<file path="config.mk">
export PLATFORM = sky130hd
export DESIGN_NAME = tcpg_ram
export DESIGN_NICKNAME = d
export VERILOG_FILES = /design/src/design/text_cell_pixel_generator_macros.svh /design/src/design/tcpg_ram.sv
export SDC_FILE = /design/constraint.sdc
export NUM_CORES = 1
export LEC_CHECK = 0
export BUFFER_PORTS_ARGS = -buffer_cell sky130_fd_sc_hd__buf_4
export CAP_MARGIN = 30
export CORE_UTILIZATION = 55
export CTS_CLUSTER_DIAMETER = 40
export CTS_CLUSTER_SIZE = 28
export DETAILED_ROUTE_END_ITERATION = 16
export GPL_TIMING_DRIVEN = 0
export PLACE_DENSITY = 0.74
export SYNTH_ARGS = -nofsm -noshare
export SYNTH_HDL_FRONTEND = slang
export SYNTH_SLANG_ARGS = --single-unit
</file>
<file path="constraint.sdc">
create_clock -name i_clk -period 5.9 [get_ports i_clk]
set_clock_uncertainty 0.05 [all_clocks]
set_input_delay 0.59 -clock i_clk [delete_from_list [all_inputs] [get_ports i_clk]]
set_output_delay 0.59 -clock i_clk [all_outputs]
set_load 0.03 [all_outputs]
</file>
<file path="src/design/text_cell_pixel_generator_macros.svh">
// assertion macros used by the text cell pixel generator rtl
// no dependencies; bodies vanish when SYNTHESIS is defined
`ifndef TEXT_CELL_PIXEL_GENERATOR_MACROS_SVH
`define TEXT_CELL_PIXEL_GENERATOR_MACROS_SVH

`ifndef SYNTHESIS
// consequent must hold in the same cycle as the antecedent
`define TCPG_ASSERT_SAME(label, clk, rst_n, ante, cons) \
    label: assert property (@(posedge clk) disable iff (!rst_n) (ante) |-> (cons)) \
        else $error("tcpg: same-cycle check failed");
// consequent must hold in the cycle after the antecedent
`define TCPG_ASSERT_NEXT(label, clk, rst_n, ante, cons) \
    label: assert property (@(posedge clk) disable iff (!rst_n) (ante) |=> (cons)) \
        else $error("tcpg: next-cycle check failed");
`else
`define TCPG_ASSERT_SAME(label, clk, rst_n, ante, cons)
`define TCPG_ASSERT_NEXT(label, clk, rst_n, ante, cons)
`endif

`endif

</file>
<file path="src/design/tcpg_ram.sv">
// generic single-write, single-read synchronous ram with registered read
// no dependencies
module tcpg_ram #(
    parameter int WIDTH = 16,
    parameter int DEPTH = 8,
    localparam int AW   = (DEPTH > 1) ? $clog2(DEPTH) : 1
) (
    input  logic             i_clk,
    input  logic             i_we,
    input  logic [AW-1:0]    i_waddr,
    input  logic [WIDTH-1:0] i_wdata,
    input  logic             i_re,
    input  logic [AW-1:0]    i_raddr,
    output logic [WIDTH-1:0] o_rdata
);

    logic [WIDTH-1:0] r_mem [DEPTH];
    logic [WIDTH-1:0] r_rdata;

    always_ff @(posedge i_clk) begin
        if (i_we) begin
            r_mem[i_waddr] <= i_wdata;
        end
        if (i_re) begin
            r_rdata <= r_mem[i_raddr];
        end
    end

    assign o_rdata = r_rdata;

endmodule

</file>
* Word level (Yosys, flattened, before mapping) *
Memory sizes are Yosys's and may differ from the RTL's. A register that Yosys moved wholly into a read port is not among the register bits.
Cells that the tools add are included.

word-level totals
  word-level logic and storage cells = 3
  bits in registers = 0
  output and inout bits = 16
  memories = 1
  memory bits (writable) = 128

memories
  memory  depth  bits a word  read ports  clocked after memory_dff  write ports  line            source
  r_mem   8      16           1           1                         1            tcpg_ram.sv:17  logic [WIDTH-1:0] r_mem [DEPTH];

operators by class
  muxes and demuxes = 2

operator list
  operator  number
  $mux W1   2

* Logic depth before layout (Yosys ltp) *
  word-level depth = 2
  gate-level depth with buffers = 4
  gate-level depth less buffers = 2

* Worst setup path after synthesis *
Ideal clock, no wire load.

  path type = input -> register
  start = input port i_waddr[2]
  end = memory r_mem[0][0], enable pin
  data arrival time = 1903 ps
  required time = 5441 ps
  setup time = 409 ps
  cell stages on the path = 2
  slack = 3537 ps
  cells stage by stage = nand2b_1 nor3_1

RTL lines
  item             line            source
  start, declared  tcpg_ram.sv:10  input logic [AW-1:0] i_waddr,
  end, declared    tcpg_ram.sv:17

No word-level cell before the write port.

* Final worst setup path *
  start = input port i_waddr[2]
  end = memory r_mem[0][12], enable pin

No word-level cell before the write port.

==> out/qor.yml <==
status: "finished, final reports clean"
worstHoldStart: "i_wdata[4]"
track_usage_pct: 21.4
finalSetupViolCount: 0
fin_crit_ns: 1.79
power.leakage_nw: 2.26
cts-htree-levels: 4
die_w_um: 102
fin_area_um2: 6620
ir_drop_uv: 180
slew_viol_final: 0
clk-insertion-delay-late_ns: 0.52
tightest_slew_ns: 0.972
ioPinCount: 41
fp.dieH_um: 102
use_met2_pct: 36.0
synthCells: 214
dp.cells: 389
vias_per_cell: 5.65
yosysSeqAreaShare_pct: 79.3
grt_pass1_wl_mm: 14.6
drcViolationCount: 0
met3_usage_pct: 6.35
diodes: 0
finish.utilization_pct: 70.3
fillCellCount: 553
avgSynthCellArea_um2: 25.5
syn_area_um2: 5450
path_buf_inv: 2
post-route-period-util_pct: 30.4
hold_viol_final: 0
busiest_layer: "met2"
end_kind: "register"
drt_iter0_drc: 130
vias: 2380
r2r-start: "r_mem[1][7]$_DFFE_PP_"
crit_family: "simple AND/OR/NAND/NOR gates"
cts_buffers: 17
antenna_left: 0
hp-class: "in2reg"
synthTopCellsByArea: "edfxtp_1 (79%), mux4_1 (13%), mux2_2 (3.3%), mux4_2 (1.7%), buf_6 (0.83%)"
cts_tree: "done"
avgRoutedWirePerCell_um: 22.9
first_global_vias: 2494
synth_warnings: 0
clock_path_buffers: 2
relSlewSlack_pct: 34.9
rsz0062_at_grt: "no"
finalWirelength_mm: 9.65
cts-root-buf: "clkbuf_8"
grt_max_degree: 17
path_cells: "buf_4 -> nand2b_1 -> nor3_2 -> buf_6"
antenna_found_initial: 0
cellPowerDensity_nw_per_um2: 357
postCtsSetupRepairBufs: 0
cp_max_fo: 9
postSynthNetCount: 239
r2r_slack_ns: 4.39
fmax_mhz: 558
cp_slowest_cell: "nor3_2"
hold_buffers: 0
setup.worst_path.start: "i_waddr[2]"
synthDistinctLibCells: 11
overflow: 0
post-dp-hpwl_mm: 5.81
ys_ff_latch: 144
gp_congestion: 0.660
fin_tns_setup_ns: 0
drive_above_1_share_pct: 36.6
synth_top_area_cell: "edfxtp_1"
arrival_ns: 1.97
start_util_pct: 57.9
port-buffer-count: 38
cp-start-kind: "input port"
cts.clk_slew.worst_paths_ns: 0.06
syn2layout_area_growth_pct: 21.4
cts-resized-gates: 0
core_area_um2: 9420
finalNetCount: 304
setup_ws_ns: 4.11
fin_cells: 421
dpl_worst_slack_ns: 3.58
maxCapViolations: 0
met1_usage_pct: 26.5
cp.required_ns: 6.07
cts_sinks: 144
synth_top_area_share_pct: 79.3
placed_cell_area_um2: 6040
dr.pass1.iters: 4
die-area_um2: 10300
num_rows: 35
slowest_delay_ns: 0.77
path_class: "in2reg"
-- worst reg2reg max path, cell delays in order, from the launching register on --
cell      delay (ns)
edfxtp_1        0.36
mux4_1          0.53
mux2_2          0.31
-- path summary, 6_finish.rpt --
kind | end | cells after the start
max | r_mem[0][12]$_DFFE_PP_ | 4
min | r_mem[7][4]$_DFFE_PP_ | 1
max reg2reg | o_rdata[7]$_DFFE_PP_ | 2
min reg2reg | o_rdata[14]$_DFFE_PP_ | 2
-- cell type report --
cell class / instances / area (um2) / area share [%]
clock inverters: 13 / 161 / 2.44
multi-input cells: 61 / 1090 / 16.5
flip-flops and latches: 144 / 4320 / 65.3
plain buffers: 9 / 65.1 / 0.983
well taps: 129 / 161 / 2.44
repair buffers: 46 / 398 / 6.01
clock buffers: 19 / 422 / 6.37
-- Yosys cell counts, drive strengths merged --
master	n
mux4	32
buf	8
nor3	2
nand2b	3
mux2	16
clkbuf	1
nor2	6
edfxtp	144
nand2	2
-- kinds of logic after synthesis --
logic type | Yosys count | share of synthesized area (%)
and+or+nand+nor | 13 | 1.08
buffers and inverters | 9 | 1.19
DFF | 144 | 79.3
muxes | 48 | 18.4
-- report_power, final --
part / switching, W / internal (W) / total, W / leakage, nW
Combinational: 0.0000747 / 0.0000636 / 0.000138 / 0.677
Sequential: 0.00000801 / 0.00117 / 0.00118 / 1.32
Clock: 0.000402 / 0.000644 / 0.00105 / 0.267
-- per-stage QoR --
step | hold WS, ns | power [W]
detailed placement | 0.688 | 0.00134
global placement | 0.673 | 0.00133
floorplan | 0.639 | 0.00127
global route | 0.232 | 0.00243
CTS | 0.231 | 0.00238
finish | 0.248 | 0.00236
-- metal layers --
| layer | share of wire, % | up-vias |
|---|---|---|
| met1 | 40 | 1208 |
| met2 | 53 | 92 |
| met3 | 6.0 | 13 |
| met5 | 0 | - |
| li1 | - | 1067 |
| met4 | 1.3 | 0 |
-- layout by cell type (no fill, tap or decap), types with 3 or more instances in the layout --
cell type,Yosys,final
buf_4,0,38
mux4_2,4,4
nand2b_1,3,3
mux4_1,28,28
bufinv_16,0,3
buf_8,0,6
buf_1,4,4
mux2_2,16,16
buf_6,4,6
nor2_2,0,6
edfxtp_1,144,144
clkinvlp_4,0,5
clkbuf_16,0,16
inv_6,0,3
-- flip-flops by register name, summed over array words and instances, names as in the netlist --
register	count
o_rdata	16
r_mem	128
Note: power is estimated with default switching activity, not from simulation.
