## src/design/text_cell_pixel_generator_macros.svh

```systemverilog
// assertion macros used by the text cell pixel generator rtl
// no dependencies; bodies vanish when SYNTHESIS is defined
`ifndef TEXT_CELL_PIXEL_GENERATOR_MACROS_SVH
`define TEXT_CELL_PIXEL_GENERATOR_MACROS_SVH

`ifndef SYNTHESIS
// consequent must hold in the same cycle as the antecedent
`define TCPG_ASSERT_SAME(label, clk, rst_n, ante, cons) \
    label: assert property (@(posedge clk) disable iff (!rst_n) (ante) |-> (cons)) \
        else $error("tcpg: same-cycle check failed");
// consequent must hold in the cycle after the antecedent
`define TCPG_ASSERT_NEXT(label, clk, rst_n, ante, cons) \
    label: assert property (@(posedge clk) disable iff (!rst_n) (ante) |=> (cons)) \
        else $error("tcpg: next-cycle check failed");
`else
`define TCPG_ASSERT_SAME(label, clk, rst_n, ante, cons)
`define TCPG_ASSERT_NEXT(label, clk, rst_n, ante, cons)
`endif

`endif

```

## src/design/tcpg_pkg.sv

```systemverilog
// types and constants of the text cell pixel generator
// no dependencies
package tcpg_pkg;

    localparam int PIX_PER_SLICE = 8;
    localparam int COLOUR_W      = 16;
    localparam int PAL_DEPTH     = 8;
    localparam int PAL_AW        = 3;

    localparam logic [3:0] UNDERLINE_ROW = 4'd10;
    localparam logic [2:0] RST_DEF_FG    = 3'd2;
    localparam logic [2:0] RST_DEF_BG    = 3'd0;

    typedef enum logic [1:0] {
        MODE_RENDER   = 2'd0,
        MODE_FONT_LD  = 2'd1,
        MODE_PAL_LD   = 2'd2
    } t_mode;

    typedef enum logic [1:0] {
        REG_ATTR_MODE = 2'd0,
        REG_DEF_FG    = 2'd1,
        REG_DEF_BG    = 2'd2
    } t_reg_idx;

    typedef struct packed {
        logic       attr_mode;
        logic [2:0] def_fg;
        logic [2:0] def_bg;
    } t_cfg;

    // per-item control carried beside the store reads
    typedef struct packed {
        logic       semi;
        logic [7:0] semi_bits;
        logic       invert;
        logic       row_oob;
        logic       underline;
    } t_meta;

    typedef logic [PIX_PER_SLICE-1:0][COLOUR_W-1:0] t_slice;

endpackage

```

## src/design/tcpg_shade.sv

```systemverilog
// turns a glyph row, underline or semigraphics pattern into eight palette colours
// depends on tcpg_pkg
module tcpg_shade
    import tcpg_pkg::*;
(
    input  t_meta                i_meta,
    input  logic [7:0]           i_font_row,
    input  logic [COLOUR_W-1:0]  i_fg,
    input  logic [COLOUR_W-1:0]  i_bg,
    output t_slice               o_pix
);

    logic [7:0] w_glyph;
    logic [7:0] w_bits;

    always_comb begin
        w_glyph = i_meta.row_oob ? 8'h00 : i_font_row;
        if (i_meta.semi) begin
            w_bits = i_meta.semi_bits;
        end else if (i_meta.underline) begin
            w_bits = 8'hFF;
        end else begin
            w_bits = w_glyph ^ {8{i_meta.invert}};
        end
    end

    // pixel k follows glyph bit 7-k
    always_comb begin
        for (int k = 0; k < PIX_PER_SLICE; k++) begin
            o_pix[k] = w_bits[PIX_PER_SLICE-1-k] ? i_fg : i_bg;
        end
    end

endmodule

```

## config.mk

```make
export PLATFORM = sky130hd
export DESIGN_NAME = tcpg_shade
export DESIGN_NICKNAME = d
export VERILOG_FILES = /design/src/design/text_cell_pixel_generator_macros.svh /design/src/design/tcpg_pkg.sv /design/src/design/tcpg_shade.sv
export SDC_FILE = /design/constraint.sdc
export NUM_CORES = 1
export LEC_CHECK = 0
export ABC_AREA = 1
export BUFFER_PORTS_ARGS = -buffer_cell sky130_fd_sc_hd__buf_2
export CAP_MARGIN = 20
export CORE_ASPECT_RATIO = 1.25
export CORE_UTILIZATION = 46
export DETAILED_ROUTE_END_ITERATION = 7
export GPL_TIMING_DRIVEN = 0
export PLACE_DENSITY = 0.95
export SLEW_MARGIN = 25
export SYNTH_ARGS = -nofsm -noshare
export SYNTH_HDL_FRONTEND = slang
export SYNTH_SLANG_ARGS = --single-unit
```

## constraint.sdc

```tcl
create_clock -name vclk -period 1.44
set_input_delay 0.072 -clock vclk [all_inputs]
set_output_delay 0.072 -clock vclk [all_outputs]
set_load 0.03 [all_outputs]
```

Word level (Yosys, flattened, before mapping):

Cells that the tools add are included.

* input port bits: 52
* word-level logic and storage cells: 12
* output and inout port bits: 128
* bits in registers: 0

* bitwise logic cells: 1
* mux-type cells: 11

Operators with widths (count)
* $mux 16: 8
* $mux 8: 3
* $xor 8x8->8: 1

Longest topological paths before layout:

* depth in word-level cells: 5
* mapped depth: 9
* mapped depth without buffers: 7

Least setup slack after synthesis:

Ideal clock, no wire load.

* path type: in2out
* start: in i_meta[11] in the netlist's numbering
* end: out o_pix[101] in the netlist's numbering
* arrival: 1114 ps
* stages on the path: 7
* data required time: 1368 ps
* setup slack: 254 ps
* path through: buf_6 > nor2_8 > nand3_4 > nand2_4 > buf_8 > nand2_1 > nand2_1

RTL lines
* from (decl): line tcpg_shade.sv:6 `input t_meta i_meta,`
* to (decl): line tcpg_shade.sv:10 `output t_slice o_pix`

==> run metrics <==
status=finished, final reports clean; worst min-delay path category=input pin to output port; largest cells by area after synthesis=nand2_1 (42%), nand3_1 (28%), nand3_4 (5.8%), buf_8 (5.0%), buf_2 (3.7%); Post-Synthesis Net Count=554; Total Die Area=between 0.005 and 0.006 sq mm; length of routed met2 wiring=5490 microns; endpoint kind of the worst setup timing path=output port; number of non-filler instances in the completed layout=about 740; Sequential Area=0 sq um; Post-Place Cells=between 700 and 800; library cell with the largest summed area after synthesis=nand2_1; kind of critical path=input pin to output port; distinct cell type count after synthesis=14; global-route total usage across every layer=35.5%; commonest non-fill, non-tap cell in the layout=nand2_1; die span in x=66.8 microns; min Tclk post-route=1.39 ns; hold path cells=4; worst relative slew slack=66.7%; launching element type of the critical path=input pin; Syn Area/Cell=4.80 sq um; met1 wire length=roughly 3900 microns; mapped cell area=0.00241 sq mm; gr ovfl total=0; FMAX=0.720 GHz; fraction of synthesized cell area taken by the top area cell type=42.3%; maximum fanout encountered on the critical timing path=9; number of warnings reported in the yosys synthesis log=0; routed len/inst=15.1 microns; routability-driven placement congestion ratio=0.916; Starting Density=a little under half; height of the chip=82.9 microns; per-cell via count in the routed design=5.65; utilization after layout=between 70% and 80%; count of vias placed by the detailed router=roughly 4.2k; max-slew violations=0; flip-flop and latch count=0; count of unresolved DRC violations after routing=0; input/output buffers=~150; Data arrival, critical path=1.32 ns; proportion of layout cells with a drive suffix above 1=36.2%; Area Overhead vs Synth=48.1%; top layer in use=met4; ratio of final minimum period to clock period=96.4%; pin count of the biggest net entering global routing=17; Final Hold Violating Endpoints=0; detailed router's first-iteration violation count=595; Worst Path Required=1.37 ns; number of ports placed on the die boundary=180; post-detailed-route count of antenna-violating nets=0; Final Instance Area=0.00357 sq mm; Fin Hold WS=0.583 ns; Post-DP HPWL=between 7000 and 8000 microns; wire length of the first global-routing pass=15,700 microns; synthesized netlist cell count=502; detailed-route wire length=11,100 microns; ANT cells=0; number of fillers in the final layout=roughly 450; antenna violations before repair=0; met3 wirelength from detailed routing=1280 microns; measured slew at the worst slew-check pin=0.499 ns; Final nets=728; power density of the placed cells=635 mW/mm^2; total negative setup slack=0 ns; Final setup viols=0; sequential fraction of the synthesis area=0%; cell leakage power=2.25 nW; vias in the first global route=3,340; DR pass1 iterations=5; number of placement rows=29; Max IR drop VDD=just over 0.0003 V; placeable core area=0.00504 sq mm; number of max-capacitance violations reported=0; leading cell types in the layout, fill and taps excluded=nand2_1 (270), buf_2 (132), nand3_1 (128), buf_4 (49), buf_1 (16); instance area at placement=0.00322 sq mm; # clk buffers=0
-- cell usage after synthesis, drive strengths merged --
cell,number
buf,51
nand3,144
clkbuf,8
nand2,288
inv,10
nor2,1
-- power by group --
group	leakage, nW	internal [mW]	switching, mW
clock network	0	0	0
logic	2.25	0.700	1.57
registers	0	0	0
-- logic make-up (layout without fill, tap and decap cells) --
logic type | after synthesis | count (layout) | synth area share [%]
simple gates | 433 | 433 | 83.0
buf+inv | 69 | 241 | 17.0
-- path summary, 6_finish.rpt --
| kind | to | slack (ns) | start |
|---|---|---|---|
| max | o_pix[99] | 0.05 | i_meta[2] |
| min | o_pix[21] | 0.58 | i_bg[5] |
-- timing repair --
action                                  4_1_cts  5_1_grt
endpoints found under the setup margin        9       80
pin swaps                                     0       24
buffers inserted                              0       27
resized for setup                             0       67
hold buffers                                  0        0
-- worst max-delay path, stage by stage --
cell and delay, ns:
buf_6 0.12, clkinvlp_4 0.22, nand3_2 0.17, nand3_4 0.13
nand2_4 0.12, buf_4 0.14, nand2_1 0.05, nand2_1 0.08
buf_2 0.20
-- layout make-up --
cell class / count / area (sq um) / area share [%]
timing repair buffer: 173 / 1020 / 28.6
buffer: 58 / 373 / 10.4
inverter: 10 / 43.8 / 1.23
tap: 62 / 77.6 / 2.17
multi-input combinational: 433 / 2060 / 57.6
-- layer usage --
metal | global-route usage, % | vias up
met2 | 59.2 | 370
met5 | 0 | -
met4 | 17.4 | 0
met3 | 9.75 | 61
li1 | - | 1937
met1 | 40.2 | 1790
-- metrics by stage --
stage          worst slack, ns  power, mW
6_report                0.0518       2.27
5_1_grt                -0.0378       2.39
4_1_cts                 0.0300       2.07
3_5_place_dp           -0.0132       2.07
3_3_place_gp            0.0157       2.05
2_1_floorplan            0.254       1.52
(Power assumes the default switching activity.)
