<file path="src/design/text_cell_pixel_generator_macros.svh">
// assertion macros used by the text cell pixel generator rtl
// no dependencies; bodies vanish when SYNTHESIS is defined
`ifndef TEXT_CELL_PIXEL_GENERATOR_MACROS_SVH
`define TEXT_CELL_PIXEL_GENERATOR_MACROS_SVH

`ifndef SYNTHESIS
// consequent must hold in the same cycle as the antecedent
`define TCPG_ASSERT_SAME(label, clk, rst_n, ante, cons) \
    label: assert property (@(posedge clk) disable iff (!rst_n) (ante) |-> (cons)) \
        else $error("tcpg: same-cycle check failed");
// consequent must hold in the cycle after the antecedent
`define TCPG_ASSERT_NEXT(label, clk, rst_n, ante, cons) \
    label: assert property (@(posedge clk) disable iff (!rst_n) (ante) |=> (cons)) \
        else $error("tcpg: next-cycle check failed");
`else
`define TCPG_ASSERT_SAME(label, clk, rst_n, ante, cons)
`define TCPG_ASSERT_NEXT(label, clk, rst_n, ante, cons)
`endif

`endif

</file>
<file path="src/design/tcpg_pkg.sv">
// types and constants of the text cell pixel generator
// no dependencies
package tcpg_pkg;

    localparam int PIX_PER_SLICE = 8;
    localparam int COLOUR_W      = 16;
    localparam int PAL_DEPTH     = 8;
    localparam int PAL_AW        = 3;

    localparam logic [3:0] UNDERLINE_ROW = 4'd10;
    localparam logic [2:0] RST_DEF_FG    = 3'd2;
    localparam logic [2:0] RST_DEF_BG    = 3'd0;

    typedef enum logic [1:0] {
        MODE_RENDER   = 2'd0,
        MODE_FONT_LD  = 2'd1,
        MODE_PAL_LD   = 2'd2
    } t_mode;

    typedef enum logic [1:0] {
        REG_ATTR_MODE = 2'd0,
        REG_DEF_FG    = 2'd1,
        REG_DEF_BG    = 2'd2
    } t_reg_idx;

    typedef struct packed {
        logic       attr_mode;
        logic [2:0] def_fg;
        logic [2:0] def_bg;
    } t_cfg;

    // per-item control carried beside the store reads
    typedef struct packed {
        logic       semi;
        logic [7:0] semi_bits;
        logic       invert;
        logic       row_oob;
        logic       underline;
    } t_meta;

    typedef logic [PIX_PER_SLICE-1:0][COLOUR_W-1:0] t_slice;

endpackage

</file>
<file path="src/design/tcpg_cfg.sv">
// apb-style configuration registers of the text cell pixel generator
// depends on tcpg_pkg
module tcpg_cfg
    import tcpg_pkg::*;
(
    input  logic        i_clk,
    input  logic        i_rst_n,
    input  logic        psel,
    input  logic        penable,
    input  logic        pwrite,
    input  logic [3:0]  paddr,
    input  logic [31:0] pwdata,
    output logic [31:0] prdata,
    output t_cfg        o_cfg
);

    t_cfg       r_cfg;
    logic       w_wr;
    logic [1:0] w_idx;

    assign w_wr  = psel && penable && pwrite;
    assign w_idx = paddr[3:2];

    always_ff @(posedge i_clk) begin
        if (!i_rst_n) begin
            r_cfg.attr_mode <= 1'b0;
            r_cfg.def_fg    <= RST_DEF_FG;
            r_cfg.def_bg    <= RST_DEF_BG;
        end else if (w_wr) begin
            case (w_idx)
                REG_ATTR_MODE: r_cfg.attr_mode <= pwdata[0];
                REG_DEF_FG:    r_cfg.def_fg    <= pwdata[2:0];
                REG_DEF_BG:    r_cfg.def_bg    <= pwdata[2:0];
                default:       ;
            endcase
        end
    end

    always_comb begin
        case (w_idx)
            REG_ATTR_MODE: prdata = {31'd0, r_cfg.attr_mode};
            REG_DEF_FG:    prdata = {29'd0, r_cfg.def_fg};
            REG_DEF_BG:    prdata = {29'd0, r_cfg.def_bg};
            default:       prdata = 32'd0;
        endcase
    end

    assign o_cfg = r_cfg;

endmodule

</file>
<file path="config.mk">
export PLATFORM = sky130hd
export DESIGN_NAME = tcpg_cfg
export DESIGN_NICKNAME = d
export VERILOG_FILES = /design/src/design/text_cell_pixel_generator_macros.svh /design/src/design/tcpg_pkg.sv /design/src/design/tcpg_cfg.sv
export SDC_FILE = /design/constraint.sdc
export NUM_CORES = 1
export LEC_CHECK = 0
export BUFFER_PORTS_ARGS = -buffer_cell sky130_fd_sc_hd__buf_2
export CAP_MARGIN = 10
export CORE_ASPECT_RATIO = 1.4
export CORE_MARGIN = 2
export CORE_UTILIZATION = 32
export DETAILED_ROUTE_END_ITERATION = 7
export HOLD_SLACK_MARGIN = 0.15
export PLACE_DENSITY = 0.93
export SYNTH_ARGS = -nofsm -noshare
export SYNTH_HDL_FRONTEND = slang
export SYNTH_SLANG_ARGS = --single-unit
</file>
<file path="constraint.sdc">
create_clock -name i_clk -period 1.7 [get_ports i_clk]
set_input_delay 0.34 -clock i_clk [delete_from_list [all_inputs] [get_ports i_clk]]
set_output_delay 0.34 -clock i_clk [all_outputs]
set_load 0.02 [all_outputs]
</file>
=== After elaboration in Yosys (flattened, before gate mapping) ===
Cells that the tools add are included.

* Bits in registers: 7
* Input port bits: 41
* Logic and storage cells: 12

* Equal/unequal tests: 2
* Mux-type cells: 1
* Reduce and logical (&&, ||, !) cells: 6

{| class="wikitable"
|+ Operators with widths
! operator !! number
|-
| $pmux 3 s3 || 1
|-
| $reduce_and 2->1 || 3
|-
| $eq 2x1->1 const B || 1
|-
| $eq 2x2->1 const B || 1
|-
| $logic_and 1x1->1 || 2
|-
| $logic_not 2->1 || 1
|}

=== Logic depth before layout (Yosys ltp) ===
* Word-level depth: 3
* Depth in mapped cells: 4
* Mapped depth without buffers: 3

=== Worst setup path after synthesis ===
No wires, ideal clock.

* Kind: reg-to-output
* Start point: register r_cfg, in the netlist o_cfg[3]
* End point: output prdata[0]
* Arrival: 1.026 ns
* Data required time: 1.360 ns
* Slack: 0.334 ns
* Cell stages (with the launch flop): 3
* Path buffers: 0
* Cells stage by stage: dfxtp_1 mux2i_1 o21ai_0

* Cells in the longest elaborated chain, start to end: 1

{| class="wikitable"
|+ RTL lines
! what !! RTL line !! text
|-
| from (decl) || tcpg_cfg.sv:17 || <nowiki>t_cfg r_cfg;</nowiki>
|-
| $pmux 3 s3 || tcpg_cfg.sv:40 || <nowiki>case (w_idx)</nowiki>
|-
| to (decl) || tcpg_cfg.sv:13 || <nowiki>output logic [31:0] prdata,</nowiki>
|}

Every way passes these cells.

=== Final worst setup path ===
* Start point: input paddr[2]
* End point: output prdata[2]

* Cells in the longest elaborated chain, start to end: 2
* Elaborated cells between the ends (all ways): 4

{| class="wikitable"
|+ RTL lines
! what !! RTL line !! text
|-
| from (decl) || tcpg_cfg.sv:11 || <nowiki>input logic [3:0] paddr,</nowiki>
|-
| $eq 2x2->1, or another cell as far along || tcpg_cfg.sv:40 ||
|-
| $pmux 3 s3 (*) || tcpg_cfg.sv:40 ||
|}

Mark *: on every way between the ends. The rest lies on a longest branch, timed or not.

==> run_results.csv <==
group,metric,value,unit
status,status,"finished, final reports clean",
route,drt-pass1-iter-count,5,
die,die-height,54.51,µm
setup_path,critical_path.startpoint_type,"primary input",
sta,post-route-period-util,82.40,%
sta,fin_ws,299.2,ps
power_and_ir_drop,leakage,0.3231,nW
die,rows,18,
finish,largest_reg_flops,7,
logic_synthesis,ys_seq_area_share,24.03,%
route,route.detailed.drc,0,
global_route,grt-ovfl-total,0,
finish,drive_gt1_share,32.95,%
finish,area_growth,3.004,%
sta,rsz0062_at_grt,"no",
sta,tns,0,ps
clock_network,cts_buffers,3,
sta,setup_viol,0,
logic_synthesis,syn_avg_cell_area,8.574,µm²
power_and_ir_drop,powerDensity,703.7,nW/µm²
clock_network,root_buffer,"clkbuf_4",
global_route,antenna_found_initial,0,
finish,utilization,34.63,%
clock_network,clock_latency,250,ps
sta,fin_skew,0,ps
finish,finalNetCount,130,
die,die_area,2184,µm²
global_route,grt_util_all_layers,10.99,%
setup_path,arrival,1060,ps
clock_network,clkTransAtPathRegs,50,ps
die,initial_core_util,33.62,%
clock_network,cts_sinks,7,
sta,timing.final.crit_period,1401,ps
route,antenna_left,0,
logic_synthesis,ys_seq_elements,7,
placed_design,post-place-cells,104,
flow_run,maxCapViolCount,0,
clock_network,htreeDepth,1,
logic_synthesis,ys_warn_count,0,
sta,worst_hold_slack,323.0,ps
logic_synthesis,netlist_area,583.1,µm²
setup_path,required,1360,ps
global_route,grt_pass1_wl,1469,µm
global_route,grt_start_max_net_pins,11,
route,wire_per_inst,9.111,µm
route,routed_wl,984,µm
clock_network,cts_tree,"built",
placed_design,gp_congestion,0.5901,
placed_design,dp_slack,304.5,ps
clock_network,post-cts-setup-buffers,0,
sta,hold_violations,0,
hold_path,hp-class,"in -> reg",
setup_path,critPathCaptureType,"output port",
placed_design,dp_hpwl,822.1,µm
die,fp.dieW,40.08,µm
route,vias,436,
logic_synthesis,synth_cell_type_count,18,
sta,slew_violations,0,
finish,final_area,600.6,µm²
die,coreArea,1734,µm²
power_and_ir_drop,vdd_drop_max,0.2705,mV
sta,fmax,713.9,MHz
placed_design,place_area,574.3,µm²
clock_network,hold_buffers,0,
placed_design,io_buffers,19,
die,pin_count,80,
clock_network,clockBufferDepth,2,
finish,fillers,197,
route,via_per_inst,4.037,
logic_synthesis,synthCells,68,
global_route,grt_pass1_vias,352,
finish,stdcell_count,108,
route,dr.first_iter.drc_count,8,
clock_network,ctsResizeCount,0,
setup_path,path_class,"in -> out",
power_and_ir_drop,p_total,0.4226,mW
finish,n_antenna_cell,0,
setup_path,critPathMaxFanout,5,
[synth_stat cells]
library cell	n	share of area (%)
nand3_1	2	1.7
dfxtp_1	7	24
o311ai_0	1	1.5
conb_1	1	0.64
o211ai_1	1	1.3
and2_4	2	3.0
buf_6	1	1.9
o21ai_0	1	0.86
buf_4	29	37
nand2_1	9	5.8
a22o_2	2	3.4
mux2i_1	6	10
nor2b_2	1	1.5
buf_2	1	0.86
o41ai_1	1	1.5
and3_4	1	1.9
inv_1	1	0.64
and2b_4	1	1.7
[worst paths after layout]
kind / cells past startpoint / to / startpoint / slack [ps]
setup reg to reg: 2 / o_cfg[6]$_SDFFE_PN0P_ / o_cfg[6]$_SDFFE_PN0P_ / 1050
setup / recovery: 4 / prdata[2] / paddr[2] / 300
hold / removal: 2 / o_cfg[6]$_SDFFE_PN0P_ / paddr[3] / 320
hold reg to reg: 2 / o_cfg[5]$_SDFFE_PN0P_ / o_cfg[5]$_SDFFE_PN0P_ / 480
[critical path: stages]
cell     delay (ps)
buf_2           130
and2b_4         180
a22o_2          250
buf_2           150
[layout by cell type, fill, tap and decap left out]
cell and count:
clkbuf_1 1, o21ai_0 1, o311ai_0 1, o211ai_1 1
nand2_1 9, o41ai_1 1, inv_1 1, clkbuf_4 3
conb_1 29, mux2i_1 6, nand3_1 2, buf_2 19
and3_4 1, a22o_2 2, dfxtp_1 7, and2_4 2
and2b_4 1, nor2b_2 1
[metal layers]
layer	vias up	track usage (%)	routed length, µm
met5	-	0	0
met4	0	12.07	43
met3	4	4.878	142
met2	38	17.20	486
met1	188	9.406	312
li1	206	-	-
[kinds of logic after synthesis]
group | count (synthesis) | synth area share (%)
other | 1 | 0.6432
AOI/OAI and AO/OA | 6 | 8.584
and+or+nand+nor | 16 | 15.67
muxes | 6 | 10.30
buffers and inverters | 32 | 40.77
DFF | 7 | 24.03
[cell type report]
class	instances	area [µm²]	share of cell area [%]
Multi-Input combinational cell	57	310.3	51.67
Sequential cell	7	140.1	23.33
Timing Repair Buffer	19	95.09	15.83
Clock buffer	4	26.28	4.375
Tap cell	20	25.02	4.167
Inverter	1	3.754	0.6250
[power by group]
group	internal [mW]	total (mW)	switching, mW
combinational	0.0206	0.102	0.0809
sequential	0.167	0.168	0.00161
clock	0.0897	0.153	0.0631
total	0.277	0.423	0.146
(Power assumes the default switching activity.)
